`config.mk`:
```
export PLATFORM = sky130hd
export DESIGN_NAME = websocket_frame_deframer
export DESIGN_NICKNAME = d
export VERILOG_FILES = /design/src/rtl/core/wsdfr_pkg.sv /design/src/rtl/core/wsdfr_parser.sv /design/src/rtl/core/wsdfr_outbuf.sv /design/src/rtl/core/websocket_frame_deframer.sv
export SDC_FILE = /design/constraint.sdc
export NUM_CORES = 1
export LEC_CHECK = 0
export ABC_AREA = 1
export BUFFER_PORTS_ARGS = -buffer_cell sky130_fd_sc_hd__buf_2
export CAP_MARGIN = 20
export CORE_ASPECT_RATIO = 0.7
export CORE_MARGIN = 2
export CORE_UTILIZATION = 25
export DETAILED_ROUTE_END_ITERATION = 10
export SLEW_MARGIN = 20
export SYNTH_ARGS = -nofsm -noshare
export SYNTH_HDL_FRONTEND = slang
export SYNTH_SLANG_ARGS = --single-unit
```
`constraint.sdc`:
```
create_clock -name clk_i -period 8.2 [get_ports clk_i]
set_input_delay 1.23 -clock clk_i [delete_from_list [all_inputs] [get_ports clk_i]]
set_output_delay 1.23 -clock clk_i [all_outputs]
set_load 0.005 [all_outputs]
```
`src/rtl/core/wsdfr_pkg.sv`:
```
package wsdfr_pkg;

  // Header parse phases.
  typedef enum logic [2:0] {
    PH_B0  = 3'd0,
    PH_B1  = 3'd1,
    PH_EXT = 3'd2,
    PH_KEY = 3'd3,
    PH_PAY = 3'd4
  } phase_e;

  // Header constants.
  localparam logic [7:0] FinMask    = 8'h80;
  localparam logic [7:0] OpcodeMask = 8'h0F;
  localparam logic [7:0] Len7Mask   = 8'h7F;
  localparam logic [6:0] Len16Code  = 7'd126;
  localparam logic [6:0] Len64Code  = 7'd127;
  localparam logic [3:0] Len16Bytes = 4'd2;
  localparam logic [3:0] Len64Bytes = 4'd8;
  localparam logic [3:0] KeyBytes   = 4'd4;

  // Width of the packed result data bus.
  localparam int unsigned ResDataW = 80;

  // One result transaction.
  typedef struct packed {
    logic        last;
    logic        header_truncated;
    logic [63:0] declared_length;
    logic        was_masked;
    logic [3:0]  frame_opcode;
    logic        fin_bit;
    logic        byte_valid;
    logic [7:0]  payload_byte;
  } res_t;

  // Pick key byte i mod 4; the first key byte received sits in bits 31..24.
  function automatic logic [7:0] key_byte(input logic [31:0] key, input logic [1:0] pos);
    logic [4:0] lsb;
    lsb = {2'd3 - pos, 3'b000};
    return key[lsb +: 8];
  endfunction

endpackage

```
`src/rtl/core/wsdfr_parser.sv`:
```
module wsdfr_parser
  import wsdfr_pkg::*;
(
  input  logic       clk_i,
  input  logic       rst_ni,
  input  logic       accept_i,
  input  logic [7:0] in_byte_i,
  input  logic       eob_i,
  output logic       res_valid_o,
  output res_t       res_o
);

  phase_e      phase_q, phase_d;
  logic        fin_q, fin_d;
  logic [3:0]  opcode_q, opcode_d;
  logic        mask_q, mask_d;
  logic [63:0] len_q, len_d;
  logic [3:0]  left_q, left_d;
  logic [31:0] key_q, key_d;
  logic [1:0]  pos_q, pos_d;
  phase_e      hdr_phase;
  logic [3:0]  left_dec;
  logic [6:0]  len7;

  assign left_dec = left_q - 4'd1;
  assign len7     = in_byte_i[6:0] & Len7Mask[6:0];

  // Header field update and payload unmasking for one byte.
  always_comb begin
    phase_d   = phase_q;
    fin_d     = fin_q;
    opcode_d  = opcode_q;
    mask_d    = mask_q;
    len_d     = len_q;
    left_d    = left_q;
    key_d     = key_q;
    pos_d     = pos_q;
    hdr_phase = phase_q;
    res_valid_o = 1'b0;
    res_o       = '0;
    unique case (phase_q)
      PH_PAY: begin
        pos_d = pos_q + 2'd1;
        if (eob_i) begin
          phase_d = PH_B0;
        end
      end
      PH_B1: begin
        mask_d = (in_byte_i & FinMask) != 8'd0;
        if (len7 == Len16Code) begin
          hdr_phase = PH_EXT;
          left_d    = Len16Bytes;
          len_d     = '0;
        end else if (len7 == Len64Code) begin
          hdr_phase = PH_EXT;
          left_d    = Len64Bytes;
          len_d     = '0;
        end else begin
          len_d = {57'd0, len7};
          if (mask_d) begin
            hdr_phase = PH_KEY;
            left_d    = KeyBytes;
          end else begin
            hdr_phase = PH_PAY;
          end
        end
      end
      PH_EXT: begin
        len_d  = {len_q[55:0], in_byte_i};
        left_d = left_dec;
        if (left_dec == 4'd0) begin
          if (mask_q) begin
            hdr_phase = PH_KEY;
            left_d    = KeyBytes;
          end else begin
            hdr_phase = PH_PAY;
          end
        end
      end
      PH_KEY: begin
        key_d  = {key_q[23:0], in_byte_i};
        left_d = left_dec;
        if (left_dec == 4'd0) begin
          hdr_phase = PH_PAY;
        end
      end
      default: begin
        fin_d     = (in_byte_i & FinMask) != 8'd0;
        opcode_d  = in_byte_i[3:0] & OpcodeMask[3:0];
        mask_d    = 1'b0;
        len_d     = '0;
        key_d     = '0;
        pos_d     = 2'd0;
        left_d    = 4'd0;
        hdr_phase = PH_B1;
      end
    endcase

    res_o.fin_bit         = fin_d;
    res_o.frame_opcode    = opcode_d;
    res_o.was_masked      = mask_d;
    res_o.declared_length = len_d;
    res_o.last            = eob_i;

    if (phase_q == PH_PAY) begin
      // Payload byte: always a result.
      res_valid_o        = 1'b1;
      res_o.byte_valid   = 1'b1;
      res_o.payload_byte = mask_q ? (in_byte_i ^ key_byte(key_q, pos_q)) : in_byte_i;
    end else begin
      // Header byte: a result only when the buffer ends here.
      phase_d = hdr_phase;
      if (eob_i) begin
        res_valid_o            = 1'b1;
        res_o.header_truncated = (hdr_phase != PH_PAY);
        phase_d                = PH_B0;
      end
    end
  end

  // Parser state registers.
  always_ff @(posedge clk_i or negedge rst_ni) begin
    if (!rst_ni) begin
      phase_q  <= PH_B0;
      fin_q    <= 1'b0;
      opcode_q <= 4'd0;
      mask_q   <= 1'b0;
      len_q    <= '0;
      left_q   <= 4'd0;
      key_q    <= '0;
      pos_q    <= 2'd0;
    end else if (accept_i) begin
      phase_q  <= phase_d;
      fin_q    <= fin_d;
      opcode_q <= opcode_d;
      mask_q   <= mask_d;
      len_q    <= len_d;
      left_q   <= left_d;
      key_q    <= key_d;
      pos_q    <= pos_d;
    end
  end

endmodule

```
`src/rtl/core/wsdfr_outbuf.sv`:
```
module wsdfr_outbuf
  import wsdfr_pkg::*;
(
  input  logic clk_i,
  input  logic rst_ni,
  input  logic push_i,
  input  res_t res_i,
  output logic ready_o,
  output logic valid_o,
  input  logic pop_ready_i,
  output res_t res_o
);

  logic out_valid_q, out_valid_d;
  logic skid_valid_q, skid_valid_d;
  res_t out_q, out_d;
  res_t skid_q, skid_d;
  logic pop;

  assign pop     = out_valid_q & pop_ready_i;
  assign ready_o = !skid_valid_q;
  assign valid_o = out_valid_q;
  assign res_o   = out_q;

  // Output slot refills from the skid slot first, then from the parser.
  always_comb begin
    out_valid_d  = out_valid_q;
    skid_valid_d = skid_valid_q;
    out_d        = out_q;
    skid_d       = skid_q;
    if (!out_valid_q || pop) begin
      if (skid_valid_q) begin
        out_d        = skid_q;
        out_valid_d  = 1'b1;
        skid_valid_d = 1'b0;
      end else begin
        out_d       = res_i;
        out_valid_d = push_i;
      end
    end else if (push_i) begin
      skid_d       = res_i;
      skid_valid_d = 1'b1;
    end
  end

  // Control flags.
  always_ff @(posedge clk_i or negedge rst_ni) begin
    if (!rst_ni) begin
      out_valid_q  <= 1'b0;
      skid_valid_q <= 1'b0;
    end else begin
      out_valid_q  <= out_valid_d;
      skid_valid_q <= skid_valid_d;
    end
  end

  // Payload registers.
  always_ff @(posedge clk_i) begin
    out_q  <= out_d;
    skid_q <= skid_d;
  end

endmodule

```
`src/rtl/core/websocket_frame_deframer.sv`:
```
// Receive-side WebSocket frame parser. Takes one buffer byte per transaction
// and sustains one byte per clock cycle: the header fields and the payload
// unmasking XOR are updated combinationally, and a two-entry output buffer
// (output register plus skid register) keeps input and output apart, so input
// stalls only when both entries hold results. Header bytes give no output
// except on the final byte of a buffer, which yields an empty or truncated
// result; each payload byte gives one output carrying the header fields.
// Each result is registered in the output buffer before it reaches the master side.
module websocket_frame_deframer
  import wsdfr_pkg::*;
(
  input  logic                clk_i,
  input  logic                rst_ni,
  input  logic                s_axis_tvalid,
  output logic                s_axis_tready,
  input  logic [7:0]          s_axis_tdata,  // [7:0] in_byte
  input  logic                s_axis_tlast,
  output logic                m_axis_tvalid,
  input  logic                m_axis_tready,
  // [7:0] payload_byte, [8] fin_bit, [12:9] frame_opcode, [13] was_masked,
  // [77:14] declared_length, [79:78] zero
  output logic [ResDataW-1:0] m_axis_tdata,
  output logic [1:0]          m_axis_tuser,  // [0] byte_valid, [1] header_truncated
  output logic                m_axis_tlast
);

  logic accept;
  logic res_valid;
  res_t res;
  res_t out_res;

  assign accept = s_axis_tvalid & s_axis_tready;

  wsdfr_parser u_parser (
    .clk_i      (clk_i),
    .rst_ni     (rst_ni),
    .accept_i   (accept),
    .in_byte_i  (s_axis_tdata),
    .eob_i      (s_axis_tlast),
    .res_valid_o(res_valid),
    .res_o      (res)
  );

  wsdfr_outbuf u_outbuf (
    .clk_i      (clk_i),
    .rst_ni     (rst_ni),
    .push_i     (accept & res_valid),
    .res_i      (res),
    .ready_o    (s_axis_tready),
    .valid_o    (m_axis_tvalid),
    .pop_ready_i(m_axis_tready),
    .res_o      (out_res)
  );

  // Pack the result onto the master side.
  assign m_axis_tdata = {2'b00, out_res.declared_length, out_res.was_masked,
                         out_res.frame_opcode, out_res.fin_bit, out_res.payload_byte};
  assign m_axis_tuser = {out_res.header_truncated, out_res.byte_valid};
  assign m_axis_tlast = out_res.last;

`ifndef SYNTH
  // Input stalls only when a result is waiting at the output.
  a_stall_needs_result: assert property (@(posedge clk_i) disable iff (!rst_ni)
    !s_axis_tready |-> m_axis_tvalid)
    else $error("input stalled with no pending result");

  // A truncated header never carries data and always closes the buffer.
  a_trunc_is_last: assert property (@(posedge clk_i) disable iff (!rst_ni)
    (m_axis_tvalid && m_axis_tuser[1]) |-> (m_axis_tlast && !m_axis_tuser[0]))
    else $error("truncated header result malformed");

  // An empty result has a zero data byte and ends the buffer.
  a_empty_is_last: assert property (@(posedge clk_i) disable iff (!rst_ni)
    (m_axis_tvalid && !m_axis_tuser[0]) |-> (m_axis_tlast && m_axis_tdata[7:0] == 8'd0))
    else $error("empty result malformed");
`endif

endmodule

```
==> results of run 1 <==
## per-layer routing
| metal | vias up | global-route usage (%) | routed length [um] |
|---|---|---|---|
| met5 | - | 0 | 0 |
| met4 | 0 | 1.71 | 326 |
| met3 | 27 | 2.40 | 1760 |
| met2 | 217 | 17.8 | 12700 |
| met1 | 4111 | 18.1 | 15000 |
| li1 | 4094 | - | - |
## area by class of cell
type | count | share of cell area, %
Multi-Input combinational cell | 733 | 25.3
Timing Repair Buffer | 106 | 4.05
Clock inverter | 14 | 1.62
Clock buffer | 42 | 6.06
Tap cell | 621 | 5.49
Sequential cell | 275 | 54.4
Inverter | 118 | 3.13
## path summary, 6_finish.rpt
| check | start | endpoint | slack (ps) |
|---|---|---|---|
| max | s_axis_tvalid | u_parser.key_q[22] | 4000 |
| min | u_parser.opcode_q[1] | u_parser.opcode_q[1] | 500 |
| max reg2reg | u_outbuf.skid_valid_q | u_parser.key_q[22] | 4150 |
| min reg2reg | u_parser.opcode_q[1] | u_parser.opcode_q[1] | 500 |
| max in group asynchronous | rst_ni | u_outbuf.skid_valid_q | 6050 |
| min in group asynchronous | rst_ni | u_parser.len_q[61] | 670 |
## cells in the final DEF (no fill, tap or decap), types with 3 or more instances in the layout
cell type and count:
bufinv_16 6, nor2_1 22, edfxtp_1 162, o22ai_2 50
nand3_1 58, and3_1 8, nand2_1 425, inv_2 9
clkbuf_8 4, clkinv_1 6, clkbuf_1 7, o21ai_1 41
dfrtp_1 112, buf_2 94, inv_1 107, o22ai_1 3
o21ai_0 96, buf_4 11, nor2_4 5, clkbuf_16 31
nand4_1 11, a21oi_1 4
## flip-flops by register name (all words and copies together) (netlist names)
signal                 cells
u_parser.pos_q             2
u_outbuf.valid_o           1
u_parser.phase_q           3
u_parser.mask_q            1
u_parser.opcode_q          4
u_outbuf.res_o            81
u_parser.key_q            32
u_parser.left_q            4
u_outbuf.skid_valid_q      1
u_outbuf.skid_q           81
u_parser.fin_q             1
u_parser.len_q            64
## where the power goes
part	internal [uW]	leakage [uW]	switching [uW]	total, uW
sequential	1610	0.00321	73.0	1680
clock	915	0.000525	567	1480
combinational	149	0.00224	378	527
total	2670	0.00597	1020	3690
## stage by stage
stage                     cell area (um2)  hold WS [ps]
final                               14200           495
after global routing                14200           535
after CTS                           14200           493
after detailed placement            13100           477
after global placement              13000           468
after floorplan                     12000           453
## logic make-up (layout without fill, tap and decap cells)
kind of cell | Yosys count | after routing | synth area share [%]
other | 1 | 2 | 0.0313
AO/OA/AOI/OAI | 194 | 194 | 11.3
adder cells (fa/ha/maj) | 2 | 2 | 0.209
buffers and inverters | 183 | 280 | 6.17
flip-flops | 275 | 275 | 64.2
AND/OR/NAND/NOR | 535 | 535 | 18.1
## worst min-delay path, stage by stage (launching register included)
cell and delay (ps):
dfrtp_1 350, nand2_1 50, o21ai_0 60
==> reports/metrics.csv, run 1 <==
stage,metric,value,unit
critical_path,startpoint types,input port,
timing,"Setup violations, final",0,
clocking,# Post-CTS Setup Buffers,0,
timing,unrepaired setup endpoints after global routing,no,
critical_path,worst-case reg-to-reg path depth,8,
yosys,Most used DFF post-synth,edfxtp_1,
critical_path,Critical Path Most Common Cell,nand2_1,
yosys,yosys warns,0,
flow_run,max cap viols,0,
grt,vias in the first global route,8196,
clocking,post-CTS sizing,0,
critical_path,ordered cell list for the critical path,buf_2 > nand2_1 > inv_2 > nand2_1 > nor2_2 > buf_4 > nand3_1 > o21ai_1,
routing,DRC viols,0,
yosys,Yosys top cell by area,edfxtp_1,
die,Cell Rows,67,
critical_path,Buf/Inv on CP,3,
pwr,power density cells,261,mW/mm2
finish,Layout Area Growth over Synthesis,18.1,%
timing,share of the clock period used by the worst path,51.2,%
timing,Fin. Hold Viols,0,
yosys,Post-Syn Area,0.0120,mm2
clocking,Hold Buf Count CTS,0,
clocking,clk buf depth,3,
clocking,Worst-Skew Late Latency,570,ps
routing,1st-iter DRT viols,881,
critical_path,CP endpoint kind,register,
clocking,CTS tree,done,
finish,Layout fillers,4958,
timing,Tmin final,4200,ps
die,CORE AREA,0.0476,mm2
pwr,VDD IR max,0.151,mV
pwr,Total Power,3690,uW
timing,slew margin rel.,35.5,%
placement,RePlAce Congestion,0.810,
routing,DRT Wirelength,29800,um
timing,measured slew at the worst slew-check pin,968,ps
finish,total area of sequential cells,0.00769,mm2
yosys,#FFs+latches synth,275,
die,Die Area,0.0497,mm2
grt,total gr overflow,0,
finish,fin cells,1909,
worst_hold_path,worst min path class,reg -> reg,
finish,utilization after layout,29.7,%
placement,Inst Count DP,1853,
timing,max-slew violation count,0,
critical_path,max incr delay on CP,810,ps
finish,footprint of the multi-input gates,0.00358,mm2
timing,FMAX,238,MHz
routing,wire per inst,15.6,um
die,chip height,187,um
clocking,TritonCTS Sinks,275,
yosys,"Seq/Total Area, Yosys",64.2,%
yosys,Synth top area share,40.6,%
routing,vias post-DR,8449,
critical_path,crit path max fanout,49,
timing,Setup TNS,0,ps
placement,Final HPWL DP,18900,um
grt,largest net degree at the start of global routing,90,
clocking,H-tree levels,1,
pwr,Leakage,0.00597,uW
yosys,synth top area cells,"edfxtp_1, dfrtp_1, nand2_1",
finish,nets@finish,1279,
critical_path,Crit path depth,8,
clocking,TritonCTS Buffers,30,
routing,post-route ant nets,0,
die,die width,266,um
grt,initial antenna violation count,0,
clocking,CTS Root Cell,clkbuf_16,
timing,Setup WS post-layout,4000,ps
finish,fraction of layout cells with a size suffix above 1,17.2,%
run_status,status,completed,
worst_hold_path,Hold Path Stages,2,
routing,Vias/cell,4.43,
yosys,fraction of registers with async set/reset,41.1,%
critical_path,required time worst endpoint,8680,ps
yosys,number of enable flip-flop cells after synthesis,162,
yosys,Unique masters post-synth,28,
die,initial core utilization,25.2,%
grt,GRT Resource Usage Total,11.9,%
yosys,"count leader, synth",nand2_1,
timing,Worst Skew,16.6,ps
yosys,Syn Area/Cell,10.1,um2
critical_path,crit path kind,in -> reg,
critical_path,"CP delay by family, top",simple AND/OR/NAND/NOR gates,
clocking,clk slew on worst S/H paths,60,ps
finish,# diodes,0,
critical_path,Crit-path slowest cell,nor2_2,
placement,Setup WS pre-CTS,3460,ps
die,I/O pin count,98,
critical_path,Worst EP arrival,4690,ps
yosys,most frequent cells after synthesis,"nand2_1, edfxtp_1, dfrtp_1, inv_1, o21ai_0",
routing,detailed-router iteration count before antenna repair,5,
grt,first-pass GRT wire length,47100,um
yosys,synthesized instance count,1190,
placement,Buffers on Ports,95,
No activity file was read; power rests on OpenSTA's default activity.
==> run 2, diff against run 1 <==
- ABC_AREA: 1 -> 0
- clock period: 8.2 -> 3.7 ns (I/O delays scaled with it)
==> reports/metrics.csv, run 2 <==
stage,metric,value,unit,change
yosys,"count leader, synth",edfxtp_1,,
pwr,power density cells,546,mW/mm2,+110%
timing,"Setup violations, final",0,,unchanged
placement,RePlAce Congestion,0.836,,+3.2%
run_status,status,completed,,
critical_path,CP endpoint kind,output pin,,
yosys,number of enable flip-flop cells after synthesis,162,,unchanged
finish,"leading cell type in the layout, fill and taps excluded",edfxtp_1,,
grt,total gr overflow,0,,unchanged
clocking,H-tree levels,1,,unchanged
yosys,"Seq/Total Area, Yosys",66.5,%,+2.3 points
grt,initial antenna violation count,0,,unchanged
routing,vias post-DR,7166,,-15%
timing,FMAX,361,MHz,
finish,utilization after layout,30.2,%,+0.47 points
critical_path,startpoint types,register,,
grt,first-pass GRT wire length,43700,um,-7.3%
die,Die Area,0.0481,mm2,-3.4%
critical_path,crit path kind,reg -> out,,
yosys,compound-gate portion of the synthesized area,15.0,%,+3.7 points
die,chip height,184,um,-1.7%
grt,GRT Resource Usage Total,11.7,%,-0.22 points
clocking,CTS Root Cell,clkbuf_16,,
placement,Buffers on Ports,95,,unchanged
clocking,Hold Buf Count CTS,0,,unchanged
routing,DRC viols,0,,unchanged
clocking,CTS tree,done,,
finish,Layout Area Growth over Synthesis,18.4,%,
routing,detailed-router iteration count before antenna repair,8,,+3
yosys,Unique masters post-synth,53,,+89%
grt,vias in the first global route,7121,,-13%
yosys,largest family of logic cells by synthesized area,compound AO/OA/AOI/OAI gates,,
pwr,Seq pwr share,48.5,%,+2.9 points
yosys,synth top area cells,"edfxtp_1, dfrtp_1, a22o_1",,
critical_path,reg2reg start,u_parser.phase_q[0],,
pwr,Leakage,0.00553,uW,-7.4%
routing,post-route ant nets,0,,unchanged
critical_path,reg2reg end,u_parser.len_q[61],,
critical_path,crit path max fanout,64,,+31%
clocking,clk slew on worst S/H paths,60,ps,about the same
yosys,Syn Area/Cell,13.9,um2,+38%
timing,share of the clock period used by the worst path,74.9,%,
critical_path,required time worst endpoint,3140,ps,-5540 ps
timing,Tmin final,2770,ps,
clocking,Worst-Skew Late Latency,540,ps,-30 ps
yosys,#FFs+latches synth,275,,unchanged
yosys,Post-Syn Area,0.0116,mm2,-3.4%
timing,Worst Skew,16.6,ps,+0.0693 ps
yosys,synthesized instance count,835,,-30%
yosys,Yosys top cell by area,edfxtp_1,,
yosys,fraction of registers with async set/reset,41.1,%,unchanged
pwr,Sw Share,24.2,%,-3.3 points
timing,max-slew violation count,0,,unchanged
yosys,yosys warns,0,,unchanged
yosys,mux cell area share after synthesis,8.17,%,+8.2 points
grt,met1 Track Usage GR,17.9,%,-0.21 points
clocking,post-CTS sizing,0,,unchanged
timing,measured slew at the worst slew-check pin,923,ps,-44.6 ps
pwr,Total Power,7480,uW,+100%
pwr,VDD IR max,0.337,mV,+120%
pwr,combinational power share,10.2,%,-4.1 points
pwr,P_int,5660,uW,+110%
clocking,clk buf depth,3,,unchanged
die,I/O pin count,98,,unchanged
placement,Inst Count DP,1486,,-20%
yosys,most frequent cells after synthesis,"edfxtp_1, nand2_1, a22o_1, dfrtp_1, mux2_2",,
critical_path,worst-case reg-to-reg path depth,7,,-1
yosys,post-synthesis simple-gate area fraction,6.39,%,-12 points
timing,slew margin rel.,38.5,%,+3.0 points
die,die width,261,um,-1.7%
yosys,Synth Area in XOR/XNOR,0.681,%,+0.68 points
finish,fraction of layout cells with a size suffix above 1,27.0,%,+9.9 points
clocking,# Post-CTS Setup Buffers,0,,unchanged
yosys,Synth top area share,42.0,%,+1.4 points
grt,busiest grt layer,met1,,
critical_path,r2r setup slk,1130,ps,-3020 ps
yosys,adder-cell area share of the yosys netlist,0.216,%,+0.0074 points
finish,Layout fillers,4623,,-6.8%
grt,GR Layer Usage met3,2.66,%,+0.26 points
timing,Setup TNS,0,ps,unchanged
worst_hold_path,worst min path class,in -> async,,
routing,wire per inst,18.3,um,+17%
die,Cell Rows,65,,-3.0%
finish,nets@finish,927,,-28%
grt,GR Util met2,17.1,%,-0.75 points
yosys,Most used DFF post-synth,edfxtp_1,,
placement,Final HPWL DP,17800,um,-5.5%
die,initial core utilization,25.5,%,+0.33 points
clocking,TritonCTS Buffers,27,,-10%
finish,"commonest cells after routing, fill and taps aside","edfxtp_1, nand2_1, a22o_1",,
grt,largest net degree at the start of global routing,70,,-22%
timing,Fin. Hold Viols,0,,unchanged
routing,Vias/cell,4.67,,+5.4%
critical_path,Worst EP arrival,2220,ps,-2470 ps
die,CORE AREA,0.0454,mm2,-4.7%
flow_run,max cap viols,0,,unchanged
pwr,Clock power frac,41.3,%,+1.2 points
pwr,Psw,1810,uW,+78%
finish,fin cells,1536,,-20%
clocking,TritonCTS Sinks,275,,unchanged
timing,unrepaired setup endpoints after global routing,no,,
routing,1st-iter DRT viols,677,,-23%
routing,DRT Wirelength,28000,um,-5.9%
[run 2: cell count changes after synthesis, sizes merged, moves of 56 or more]
| cell | delta |
|---|---|
| nand3 | -56 |
| a22o | +122 |
| mux2 | +68 |
| o21ai | -90 |
| inv | -105 |
| nand2 | -300 |
[run 2: worst max-delay path by stage]
stage / cells past startpoint / to / start / slack, ps
finish: 4 / s_axis_tready / u_outbuf.skid_valid_q / 930
global route: 4 / s_axis_tready / u_outbuf.skid_valid_q / 760
CTS: 4 / s_axis_tready / u_outbuf.skid_valid_q / 810
detailed placement: 7 / u_parser.len_q[6] / u_parser.phase_q[0] / 1210
global placement: 7 / u_parser.len_q[3] / u_parser.phase_q[0] / 1270
floorplan: 2 / u_outbuf.skid_q[0] / m_axis_tready / -70
[run 2: cell type report]
class,instances,area [um2],area share (%)
sequential,275,7690,56.1
multi-input combinational,484,3560,26.0
clock buffer,36,813,5.94
tap,603,754,5.51
timing repair buffer,113,638,4.66
clock inverter,13,196,1.43
inverter,11,42.5,0.310
antenna,1,2.50,0.0183
[run 2: cell families after synthesis]
kind of cell    Yosys count
simple gates            172
compound gates          223
other cells               1
buf+inv                  77
flops                   275
fa+ha+maj                 2
mux                      76
xor+xnor                  9
[run 2: critical path, cell delays in order, from the launching register on]
cell and delay (ps):
dfrtp_1 400, clkinv_2 70, buf_4 230, buf_4 700
buf_2 270
[run 2: metrics by stage]
step	hold slack [ps]	setup WS, ps	cell area, um2
after global placement	452	1270	12700
after CTS	177	811	13700
after global routing	201	761	13700
final	140	928	13700
after detailed placement	464	1210	12700
after floorplan	259	-71.5	11600
[run 2: metal layers]
layer	up-vias	share of wire [%]
met3	27	5.7
met1	3627	50
met5	-	0
li1	3299	-
met2	213	43
met4	0	1.0
[run 2: power by group through the flow]
stage,clock network (uW),registers (uW),logic (uW)
finish,3090,3630,766
global route,3310,3650,845
CTS,3170,3630,781
detailed placement,0,3690,774
global placement,0,3690,758
floorplan,0,3630,473
==> run 3, diff against run 2 <==
- clock period: 3.7 -> 2.8 ns (I/O delays scaled with it)
==> reports/metrics.csv, run 3 (same netlist as run 2, synthesis figures left out) <==
stage,metric,value,unit,change
die,die width,261,um,unchanged
clocking,clk slew on worst S/H paths,60,ps,about the same
clocking,CTS tree,done,,
routing,post-route ant nets,0,,unchanged
flow_run,max cap viols,0,,unchanged
timing,share of the clock period used by the worst path,83.1,%,
grt,GRT Resource Usage Total,11.3,%,-0.44 points
finish,Layout fillers,4575,,-1.0%
die,chip height,184,um,unchanged
timing,unrepaired setup endpoints after global routing,no,,
die,I/O pin count,98,,unchanged
clocking,Hold Buf Count CTS,1,,+1
timing,"Setup violations, final",0,,unchanged
worst_hold_path,worst min path class,in -> reg,,
pwr,Leakage,0.00551,uW,-0.24%
clocking,CTS Root Cell,clkbuf_16,,
routing,Vias/cell,4.68,,+0.33%
routing,DRT Wirelength,27400,um,-2.3%
routing,vias post-DR,7227,,+0.85%
finish,"leading cell type in the layout, fill and taps excluded",edfxtp_1,,
timing,Worst Skew,16.7,ps,+0.105 ps
clocking,TritonCTS Buffers,27,,unchanged
timing,Tmin final,2330,ps,
finish,Layout Area Growth over Synthesis,18.4,%,about the same
grt,initial antenna violation count,1,,+1
clocking,TritonCTS Sinks,275,,unchanged
routing,DRC viols,0,,unchanged
timing,final hold slack,135,ps,-5.16 ps
clocking,Worst-Skew Late Latency,550,ps,about the same
grt,total gr overflow,0,,unchanged
die,Cell Rows,65,,unchanged
pwr,Total Power,9390,uW,+26%
timing,Fin. Hold Viols,0,,unchanged
clocking,H-tree levels,1,,unchanged
grt,first-pass GRT wire length,42300,um,-3.2%
critical_path,CP endpoint kind,register,,
finish,"commonest cells after routing, fill and taps aside","edfxtp_1, nand2_1, a22o_1",,
clocking,clk buf depth,3,,unchanged
pwr,power density cells,685,mW/mm2,+26%
timing,FMAX,430,MHz,
critical_path,crit path kind,reg -> reg,,
die,CORE AREA,0.0454,mm2,unchanged
timing,Setup WS post-layout,473,ps,-454 ps
grt,largest net degree at the start of global routing,109,,+56%
placement,Final HPWL DP,17400,um,-2.4%
critical_path,required time worst endpoint,3230,ps,+90 ps
finish,footprint of the multi-input gates,0.00356,mm2,unchanged
timing,slew margin rel.,56.2,%,+18 points
die,Die Area,0.0481,mm2,unchanged
routing,1st-iter DRT viols,545,,-19%
routing,detailed-router iteration count before antenna repair,5,,-3
finish,fraction of layout cells with a size suffix above 1,27.0,%,about the same
placement,RePlAce Congestion,0.834,,-0.20%
placement,Setup WS pre-CTS,519,ps,-688 ps
timing,max-slew violation count,0,,unchanged
clocking,post-CTS sizing,0,,unchanged
finish,total area of sequential cells,0.00769,mm2,unchanged
critical_path,crit path max fanout,52,,-19%
timing,measured slew at the worst slew-check pin,658,ps,-265 ps
grt,vias in the first global route,6954,,-2.3%
placement,Buffers on Ports,95,,unchanged
clocking,# Post-CTS Setup Buffers,0,,unchanged
critical_path,Worst EP arrival,2760,ps,+540 ps
finish,nets@finish,934,,+0.76%
critical_path,startpoint types,register,,
pwr,VDD IR max,0.374,mV,+11%
die,initial core utilization,25.5,%,unchanged
routing,wire per inst,17.8,um,-2.8%
run_status,status,completed,,
run 3: cell types whose count changed in the layout (fill, tap and decap cells not counted):
| cell | delta |
|---|---|
| bufinv_16 | -3 |
| buf_4 | -2 |
| dlygate4sd3_1 | +1 |
| buf_12 | +8 |
| clkbuf_8 | -3 |
| clkinvlp_4 | +1 |
| clkinv_2 | +2 |
| clkbuf_1 | +6 |
| clkinv_4 | +2 |
| clkinv_1 | -1 |
| clkbuf_16 | -3 |
run 3: worst paths after layout:
check	from	endpoint	slack [ps]	cells after the start
worst max-delay path	u_parser.phase_q[0]	u_parser.len_q[61]	470	8
worst min-delay path	s_axis_tlast	u_outbuf.skid_q[80]	130	1
worst max register to register	u_parser.phase_q[0]	u_parser.len_q[61]	470	8
worst min register to register	u_parser.opcode_q[3]	u_parser.opcode_q[3]	470	2
max in group asynchronous	rst_ni	u_parser.mask_q	1720	3
min in group asynchronous	rst_ni	u_parser.opcode_q[3]	260	2
run 3: through the flow:
stage,std cells,utilization [%],setup TNS (ps),area [um2]
final,1544,30.2,0,13700
after global routing,1543,30.2,0,13700
after CTS,1543,30.2,0,13700
after detailed placement,1492,28.3,0,12800
after global placement,1492,28.3,0,12800
after floorplan,836,-,-67750,11600
run 3: cell type report:
type / instances / area share, %
sequential: 275 / 56.1
clock buffer: 36 / 5.25
antenna: 1 / 0.0183
timing repair buffer: 120 / 5.79
clock inverter: 14 / 1.00
tap: 603 / 5.50
inverter: 11 / 0.310
multi-input combinational: 484 / 26.0
run 3: metal layers:
layer | GRT usage [%] | part of all wire (%)
met1 | 17.3 | 50
met2 | 15.9 | 42
met3 | 2.77 | 6.0
met4 | 2.09 | 1.4
met5 | 0 | 0
run 3: report_power, final:
group          internal (uW)  leakage, uW  switching, uW  total [uW]
registers               4600      0.00321            167        4770
logic                    413      0.00189            645        1060
clock network           2010     0.000419           1550        3560
total                   7020      0.00551           2360        9390
run 3: critical path, stage by stage (launching register included):
cell     delay, ps
dfrtp_1        600
nor2_2         110
nand2_2        110
buf_4          290
inv_2          100
nor2_4         210
nand2_2        240
buf_12         270
a22o_1         230
